File: config.mk
export PLATFORM = sky130hd
export DESIGN_NAME = rcc_queue
export DESIGN_NICKNAME = d
export VERILOG_FILES = /design/src/hdl/rcc_pkg.sv /design/src/hdl/rcc_queue.sv
export VERILOG_INCLUDE_DIRS = /design/src /design/src/hdl
export SDC_FILE = /design/constraint.sdc
export NUM_CORES = 1
export LEC_CHECK = 0
export BUFFER_PORTS_ARGS = -buffer_cell sky130_fd_sc_hd__buf_2
export CAP_MARGIN = 20
export CORE_UTILIZATION = 54
export CTS_BUF_LIST = sky130_fd_sc_hd__clkbuf_2
export CTS_CLUSTER_DIAMETER = 80
export CTS_CLUSTER_SIZE = 14
export DETAILED_ROUTE_END_ITERATION = 16
export GPL_TIMING_DRIVEN = 0
export PLACE_DENSITY_LB_ADDON = 0.15
export SLEW_MARGIN = 20
export SYNTH_ARGS = -nofsm -noshare
export SYNTH_HDL_FRONTEND = slang
export SYNTH_SLANG_ARGS = --single-unit
File: constraint.sdc
create_clock -name clk_i -period 5.7 [get_ports clk_i]
set_clock_uncertainty 0.05 [all_clocks]
set_input_delay 0.57 -clock clk_i [delete_from_list [all_inputs] [get_ports clk_i]]
set_output_delay 0.57 -clock clk_i [all_outputs]
set_load 0.1 [all_outputs]
File: src/hdl/rgb_conv3x3_clamp_top_defines.svh
// ----------------------------------------------------------------------------
// rgb_conv3x3_clamp_top_defines.svh
// Assertion macros shared by the convolution block; define NO_ASSERTIONS to
// compile them out.
// ----------------------------------------------------------------------------
`ifndef RGB_CONV3X3_CLAMP_TOP_DEFINES_SVH
`define RGB_CONV3X3_CLAMP_TOP_DEFINES_SVH
`ifndef NO_ASSERTIONS
// Property checked at every rising clock edge outside reset.
`define RCC_ASSERT(lbl, prop, msg) \
  lbl: assert property (@(posedge clk_i) disable iff (!rst_ni) (prop)) else $error(msg);
// Condition in one cycle implies a consequence in the next.
`define RCC_ASSERT_NEXT(lbl, pre, post, msg) \
  lbl: assert property (@(posedge clk_i) disable iff (!rst_ni) (pre) |=> (post)) \
    else $error(msg);
`else
`define RCC_ASSERT(lbl, prop, msg)
`define RCC_ASSERT_NEXT(lbl, pre, post, msg)
`endif
`endif

File: src/hdl/rcc_pkg.sv
// ----------------------------------------------------------------------------
// rcc_pkg
// Types and constants of the 3x3 RGB convolution block.
// ----------------------------------------------------------------------------
package rcc_pkg;

  localparam int MAX_WIDTH = 1024;
  localparam int COEF_BITS = 16;
  localparam int FRAC_BITS = 8;
  localparam int TAPS      = 3;
  localparam int NTAP      = TAPS * TAPS;
  localparam int CLAMP_TOP = 255;
  localparam int CHAN_W    = 8;
  localparam int NCHAN     = 3;
  localparam int PIX_W     = NCHAN * CHAN_W;
  localparam int LINE_W    = 2 * PIX_W;

  localparam int WID_W     = 11;
  localparam int HGT_W     = 16;
  localparam int ROW_W     = HGT_W + 1;
  localparam int KROW_W    = 48;
  localparam int CFG_IDX_W = 3;
  localparam int KX_W      = TAPS * COEF_BITS;

  // widest usable line length given the register width
  localparam int W_CAP = (MAX_WIDTH < (1 << WID_W)) ? MAX_WIDTH : (1 << WID_W) - 1;
  localparam int COL_W = $clog2(MAX_WIDTH);
  localparam int CMP_W = ((COL_W > WID_W) ? COL_W : WID_W) + 1;

  localparam int PROD_W   = CHAN_W + 1 + COEF_BITS;
  localparam int ROWSUM_W = PROD_W + 2;
  localparam int SUM_W    = PROD_W + 4;

  localparam int MID_DEPTH = 4;
  localparam int OUT_DEPTH = 4;

  typedef enum logic [CFG_IDX_W-1:0] {
    REG_IMAGE_WIDTH   = 3'd0,
    REG_IMAGE_HEIGHT  = 3'd1,
    REG_KERNEL_ABOVE  = 3'd2,
    REG_KERNEL_CENTER = 3'd3,
    REG_KERNEL_BELOW  = 3'd4
  } cfg_reg_e;

  typedef logic [TAPS-1:0][KROW_W-1:0] kern_t;

  // neighbourhood with out-of-image taps already zeroed, index r*TAPS+c
  typedef struct packed {
    logic [NTAP-1:0][PIX_W-1:0] px;
    logic                       last;
  } win_t;

  typedef struct packed {
    logic reserve;
    logic push;
  } fq_ctl_t;

  typedef struct packed {
    logic [CHAN_W-1:0] red;
    logic [CHAN_W-1:0] green;
    logic [CHAN_W-1:0] blue;
    logic              last;
  } res_t;

endpackage

File: src/hdl/rcc_queue.sv
// ----------------------------------------------------------------------------
// rcc_queue
// Short window queue between front and back, with slot reservation.
// ----------------------------------------------------------------------------
`include "rgb_conv3x3_clamp_top_defines.svh"

module rcc_queue (
  input  logic             clk_i,
  input  logic             rst_ni,
  input  rcc_pkg::fq_ctl_t ctl_i,
  input  rcc_pkg::win_t    entry_i,
  input  logic             pop_i,
  output logic             full_o,
  output logic             valid_o,
  output rcc_pkg::win_t    entry_o
);
  import rcc_pkg::*;

  localparam int CNT_W = $clog2(MID_DEPTH + 1);
  localparam int PTR_W = $clog2(MID_DEPTH);

  win_t             mem_q [MID_DEPTH];
  logic [CNT_W-1:0] cnt_q, rsv_q;
  logic [PTR_W-1:0] wr_ptr_q, rd_ptr_q;

  // slot is reserved at input transfer, filled in the cycle after it
  assign full_o  = (rsv_q == CNT_W'(MID_DEPTH));
  assign valid_o = (cnt_q != '0);
  assign entry_o = mem_q[rd_ptr_q];

  always_ff @(posedge clk_i or negedge rst_ni) begin
    if (!rst_ni) begin
      cnt_q    <= '0;
      rsv_q    <= '0;
      wr_ptr_q <= '0;
      rd_ptr_q <= '0;
    end else begin
      cnt_q <= cnt_q + CNT_W'(ctl_i.push) - CNT_W'(pop_i);
      rsv_q <= rsv_q + CNT_W'(ctl_i.reserve) - CNT_W'(pop_i);
      if (ctl_i.push) begin
        wr_ptr_q <= (wr_ptr_q == PTR_W'(MID_DEPTH - 1)) ? '0 : wr_ptr_q + 1'b1;
      end
      if (pop_i) begin
        rd_ptr_q <= (rd_ptr_q == PTR_W'(MID_DEPTH - 1)) ? '0 : rd_ptr_q + 1'b1;
      end
    end
  end

  always_ff @(posedge clk_i) begin
    if (ctl_i.push) begin
      mem_q[wr_ptr_q] <= entry_i;
    end
  end

  `RCC_ASSERT(a_cnt_within_rsv, cnt_q <= rsv_q, "queue holds more than was reserved")
  `RCC_ASSERT(a_push_room, ctl_i.push |-> (cnt_q < CNT_W'(MID_DEPTH)), "push into full queue")
  `RCC_ASSERT_NEXT(a_rsv_held, ctl_i.reserve && !pop_i, rsv_q != '0, "reservation lost")

endmodule

==> results of run 1 <==
final timing paths:
| kind | startpoint | endpoint | slack [ns] | depth (start not counted) |
|---|---|---|---|---|
| setup / recovery | rd_ptr_q[1] | entry_o[159] | 1.72 | 5 |
| hold / removal | entry_i[67] | mem_q[2][67] | 0.15 | 2 |
| setup reg to reg | wr_ptr_q[1] | mem_q[0][181] | 3.06 | 6 |
| hold reg to reg | rsv_q[2] | rsv_q[2] | 0.47 | 1 |
| max in group asynchronous | rst_ni | rsv_q[1] | 4.82 | 3 |
| min in group asynchronous | rst_ni | wr_ptr_q[0] | 0.37 | 3 |
per-layer routing:
metal	vias up	wire [um]	track usage (%)
met3	100	4460	5.02
met1	7875	25900	29.4
met2	489	32800	35.6
met4	2	1460	6.91
li1	6771	-	-
met5	-	13	0
kinds of logic (layout without fill, tap and decap cells):
logic type / Yosys count / in the layout / synth area share, %
other cells: 0 / 3 / 0
xor+xnor: 4 / 4 / 0.109
buf+inv: 59 / 915 / 1.96
mux: 219 / 219 / 15.3
flops: 878 / 878 / 82.0
fa+ha+maj: 11 / 11 / 0.475
simple gates: 9 / 9 / 0.168
compound gates: 2 / 2 / 0.0312
layout make-up:
type                       count  area (um^2)  share of cell area, %
sequential                   878        26300                   66.9
clock buffer                  86          430                   1.09
clock inverter                 4         68.8                  0.175
antenna                        3         7.51                 0.0191
inverter                      10         37.5                 0.0954
tap                          773          967                   2.46
buffer                        49          591                   1.50
timing repair buffer         766         5770                   14.7
multi-input combinational    245         5170                   13.1
metrics by stage:
step | setup WS, ns | hold slack [ns] | std cells | TNS [ns]
global route | 1.45 | 0.0319 | 2813 | 0
floorplan | 1.93 | 0.224 | 1182 | 0
finish | 1.72 | 0.151 | 2814 | 0
CTS | 1.42 | 0.00000866 | 2811 | 0
detailed placement | 2.80 | 0.400 | 2416 | 0
global placement | -0.415 | 0.394 | 2395 | -322.65
worst register-to-register path, stage by stage (launching register included):
cell and delay, ns:
dfrtp_1 0.47, inv_1 0.12, ha_1 0.16, and2_4 0.58, buf_12 0.31, buf_16 0.27
buf_12 0.29
cells in the final DEF (no fill, tap or decap), types with 2 or more instances in the layout:
cell type / count
ha_1: 9
edfxtp_1: 868
mux4_2: 217
buf_16: 13
xor2_1: 2
bufinv_16: 2
clkbuf_2: 86
inv_1: 10
dlygate4sd3_1: 305
buf_6: 3
diode_2: 3
mux2_2: 2
dfrtp_1: 10
o21ai_0: 2
buf_1: 2
fa_1: 2
and2_4: 4
buf_2: 461
xnor2_1: 2
buf_12: 30
state kept, by name, indices dropped and copies added (netlist names):
name / count
cnt_q: 3
rd_ptr_q: 2
wr_ptr_q: 2
rsv_q: 3
mem_q: 868
cell usage after synthesis:
master	instances	share of area (%)
fa_1	2	0.12
ha_1	9	0.35
edfxtp_1	868	81
o21ai_0	2	0.031
buf_2	21	0.33
and3_1	1	0.019
buf_6	3	0.11
buf_1	2	0.023
or3_1	1	0.019
nand2_1	1	0.012
mux2_2	2	0.070
nor2_1	1	0.012
and2_1	4	0.078
buf_12	22	1.4
xnor2_1	2	0.055
mux4_2	217	15
xor2_1	2	0.055
clkbuf_1	1	0.012
or3b_2	1	0.027
dfrtp_1	10	0.78
inv_1	10	0.12
==> flow_metrics.py, run 1 <==
metrics = {
    "synth": {
        "synth-seq-cells": 878,
        "syn_area_per_cell_um2": 27.2,
        "syn_area_um2": 32100,
        "yosysWarnings": 0,
        "netlist-cell-type-count": 21,
        "syn_nets": 1415,
        "synthCells": 1182,
        "synth.yosys.seq_area_share_pct": 82.0,
    },
    "drt": {
        "wirelength_um": 64600,
        "ant_nets": 0,
        "wl_per_cell_um": 23.0,
        "num_vias": 15200,
        "dr.pass1.iters": 5,
        "drtIter0Drc": 1066,
        "drc": 0,
        "avgViaCountPerCell": 5.41,
    },
    "die": {
        "chipHeight_um": 246,
        "row_count": 89,
        "die_x_um": 246,
        "dieArea_um2": 60400,
        "io_pins": 441,
        "core_area_um2": 58900,
        "start_util_pct": 54.5,
    },
    "clock_tree": {
        "postCtsHoldBufs": 305,
        "cts_tree": "yes",
        "cts.repair.resized": 0,
        "cts.reportedPaths.clkPinSlew_ns": 0.24,
        "cts-buffers-inserted": 72,
        "clk_latency_ns": 1.12,
        "clk_path_buf_depth": 3,
        "clkSinkCount": 878,
        "cts-htree-levels": 3,
        "clockRootBuffer": "clkbuf_2",
        "post_cts_buffers": 0,
    },
    "sta": {
        "min_period_ns": 3.98,
        "hold_viol": 0,
        "max_freq_mhz": 251,
        "drv_slew": 0,
        "setup_viol": 0,
        "rsz0062_at_grt": "no",
        "slew_headroom_pct": 51.7,
        "worst_pin_slew_ns": 0.725,
        "min_period_over_period_pct": 69.8,
    },
    "run_status": {
        "status": "finished, final reports clean",
    },
    "setup_path": {
        "path_cells": "buf_2 -> buf_2 -> buf_2 -> mux4_2 -> buf_2",
        "slowest_stage": "buf_2",
        "critPathMaxStageDelay_ns": 0.45,
        "end_kind": "primary output",
        "crit_arrival_ns": 3.36,
        "worstPathRequired_ns": 5.08,
        "worstSetupStartpointType": "register",
        "cp.buffers_inverters": 4,
        "cpMostUsedCell": "buf_2",
        "cpLargestDelayFamily": "buffers and inverters",
        "crit_path_max_fanout": 10,
        "worst-setup-path-type": "register to primary output",
    },
    "global_route": {
        "grt_overflow": 0,
        "grt_util_all_layers_pct": 21.8,
        "grt_start_max_net_pins": 47,
        "antenna_found_initial": 3,
        "grt_pass1_wl_um": 97100,
        "grt_pass1_vias": 16300,
    },
    "placement": {
        "routabilityCongestion": 0.739,
        "place.port_buffers": 440,
        "dp_hpwl_um": 40600,
        "place_area_um2": 35800,
    },
    "cells_and_area": {
        "drive_gt1_share_pct": 40.3,
        "finalInstanceArea_um2": 39400,
        "utilization_pct": 66.8,
        "fill_cells": 3828,
        "layout.nets": 2255,
        "synthToLayoutAreaGrowth_pct": 22.6,
    },
    "min_path": {
        "hp-class": "input pin to register",
    },
    "job": {
        "maxCapViolCount": 0,
    },
}
Power of run 1 is not shown: default switching activity piles up to over one toggle a cycle in this logic, so the estimate is an artifact.
==> run 2: changes to the inputs <==
--- a/config.mk
+++ b/config.mk
@@ -8,7 +8,7 @@
 export LEC_CHECK = 0
 export BUFFER_PORTS_ARGS = -buffer_cell sky130_fd_sc_hd__buf_2
 export CAP_MARGIN = 20
-export CORE_UTILIZATION = 54
+export CORE_UTILIZATION = 55
 export CTS_BUF_LIST = sky130_fd_sc_hd__clkbuf_2
 export CTS_CLUSTER_DIAMETER = 80
 export CTS_CLUSTER_SIZE = 14
==> constraint.sdc (replaced) <==
create_clock -name clk_i -period 3.9 [get_ports clk_i]
set_clock_uncertainty 0.05 [all_clocks]
set_input_delay 0.39 -clock clk_i [delete_from_list [all_inputs] [get_ports clk_i]]
set_output_delay 0.39 -clock clk_i [all_outputs]
set_load 0.1 [all_outputs]
==> run 2 against run 1 <==
Via count increased by 4.7%. Die area down 1.8%. Highest routed layer unchanged. First-iteration DRC count down 3.2%.
==> flow_metrics.py, run 2 (same netlist as run 1, synthesis figures left out) <==
metrics = {
    "die": {
        "start_util_pct": 55.6,
        "row_count": 88,
        "die_x_um": 244,
        "core_area_um2": 57700,
        "chipHeight_um": 244,
        "io_pins": 441,
        "dieArea_um2": 59300,
    },
    "drt": {
        "drtIter0Drc": 1032,
        "num_vias": 16000,
        "avgViaCountPerCell": 5.41,
        "ant_nets": 0,
        "wl_per_cell_um": 22.7,
        "wirelength_um": 66800,
        "drc": 0,
        "dr.pass1.iters": 5,
    },
    "sta": {
        "min_period_ns": 3.70,
        "setup_viol": 0,
        "max_freq_mhz": 270,
        "rsz0062_at_grt": "no",
        "slew_headroom_pct": 53.3,
        "hold_viol": 0,
        "min_period_over_period_pct": 94.9,
        "tns_ns": 0,
        "layout_setup_ws_ns": 0.197,
        "worst_pin_slew_ns": 0.700,
        "drv_slew": 0,
    },
    "global_route": {
        "grt_util_all_layers_pct": 22.9,
        "grt_overflow": 0,
        "grt_start_max_net_pins": 45,
        "grt_pass1_vias": 17000,
        "grt_pass1_wl_um": 101000,
        "antenna_found_initial": 7,
    },
    "clock_tree": {
        "cts-buffers-inserted": 72,
        "clockRootBuffer": "clkbuf_2",
        "post_cts_buffers": 0,
        "cts_tree": "yes",
        "cts-htree-levels": 3,
        "clk_path_buf_depth": 3,
        "clk_latency_ns": 1.12,
        "clkSinkCount": 878,
        "cts.reportedPaths.clkPinSlew_ns": 0.29,
    },
    "placement": {
        "routabilityCongestion": 0.726,
        "dp_hpwl_um": 41100,
        "dp_slack_ns": 1.19,
        "place.port_buffers": 440,
        "numPlacedInstances": 2410,
    },
    "min_path": {
        "hp-class": "input pin to async pin",
    },
    "setup_path": {
        "critPathMaxStageDelay_ns": 0.59,
        "worstSetupStartpointType": "register",
        "slowest_stage": "clkbuf_1",
        "worstSetupStartpoint": "rd_ptr_q[1]",
        "crit_path_end": "entry_o[65]",
        "crit_path_max_fanout": 10,
        "worstPathRequired_ns": 3.46,
        "critical_path_depth": 4,
        "r2r-end": "mem_q[3][95]",
        "cpMostUsedCell": "buf_2",
        "cpLargestDelayFamily": "buffers and inverters",
        "reg2reg_from": "wr_ptr_q[0]",
        "worst-setup-path-type": "register to primary output",
        "path_cells": "buf_2 -> clkbuf_1 -> mux4_2 -> buf_2",
        "reg2regPathDepth": 5,
        "end_kind": "primary output",
        "cp.buffers_inverters": 3,
        "reg2reg_slack_ns": 1.52,
        "crit_arrival_ns": 3.26,
    },
    "cells_and_area": {
        "final_cell_mix": "edfxtp_1, buf_2, dlygate4sd3_1, mux4_2, clkbuf_2",
        "finalNonFillerCells": 2949,
        "utilization_pct": 70.6,
        "largest_reg_flops": 868,
        "final_common_cell": "edfxtp_1",
        "layout.nets": 2396,
        "largest-register": "mem_q",
        "synthToLayoutAreaGrowth_pct": 26.9,
        "drive_gt1_share_pct": 37.8,
        "reg.largest.list": "mem_q: 868 flops, cnt_q: 3 flops, rsv_q: 3 flops",
    },
    "run_status": {
        "status": "finished, final reports clean",
    },
    "job": {
        "maxCapViolCount": 0,
    },
}
-- run 2: worst reg2reg max path: cells and delay by family (launching register included) --
family / cells / cell delay, ns
flops: 1 / 0.46
fa+ha+maj: 1 / 0.18
buf+inv: 3 / 0.86
simple gates: 1 / 0.46
-- run 2: metal layers --
layer	GRT usage, %	vias to the layer above	part of all wire, %
met5	0	-	0.073
met4	7.11	8	2.3
met3	5.02	102	6.9
met2	38.0	484	51
met1	30.6	8283	39
li1	-	7077	-
-- run 2: cell type report --
| cell class | count | area (um^2) |
|---|---|---|
| antenna | 5 | 12.5 |
| buffer | 49 | 594 |
| clock buffer | 85 | 425 |
| clock inverter | 5 | 20.0 |
| fill | 3595 | 16900 |
| inverter | 10 | 37.5 |
| multi-input combinational | 245 | 5170 |
| sequential | 878 | 26300 |
| tap | 765 | 957 |
| timing repair buffer | 907 | 7220 |
-- run 2: metrics by stage --
step	area [um^2]	hold WS, ns
floorplan	32100	0.0444
global placement	35300	0.207
detailed placement	35800	0.218
CTS	40700	0.0229
global route	40800	0.152
finish	40800	0.209
-- run 2: repair_timing --
item | in CTS | in global routing
resized for setup | 15 | 0
hold buffers | 444 | 0
setup endpoints to repair | 110 | 0
hold endpoints to repair | 1105 | 0
-- run 2: how the worst min path moves through the flow --
| stage | startpoint | end | slack (ns) | cells after the start |
|---|---|---|---|---|
| floorplan | rst_ni | cnt_q[0] | 0.04 | 0 |
| global placement | rst_ni | rd_ptr_q[1] | 0.21 | 1 |
| detailed placement | rst_ni | rd_ptr_q[1] | 0.22 | 1 |
| CTS | rst_ni | rsv_q[2] | 0.02 | 3 |
| global route | rst_ni | rsv_q[2] | 0.15 | 3 |
| finish | rst_ni | rsv_q[2] | 0.21 | 3 |
Power of run 2 is left out for the same reason.
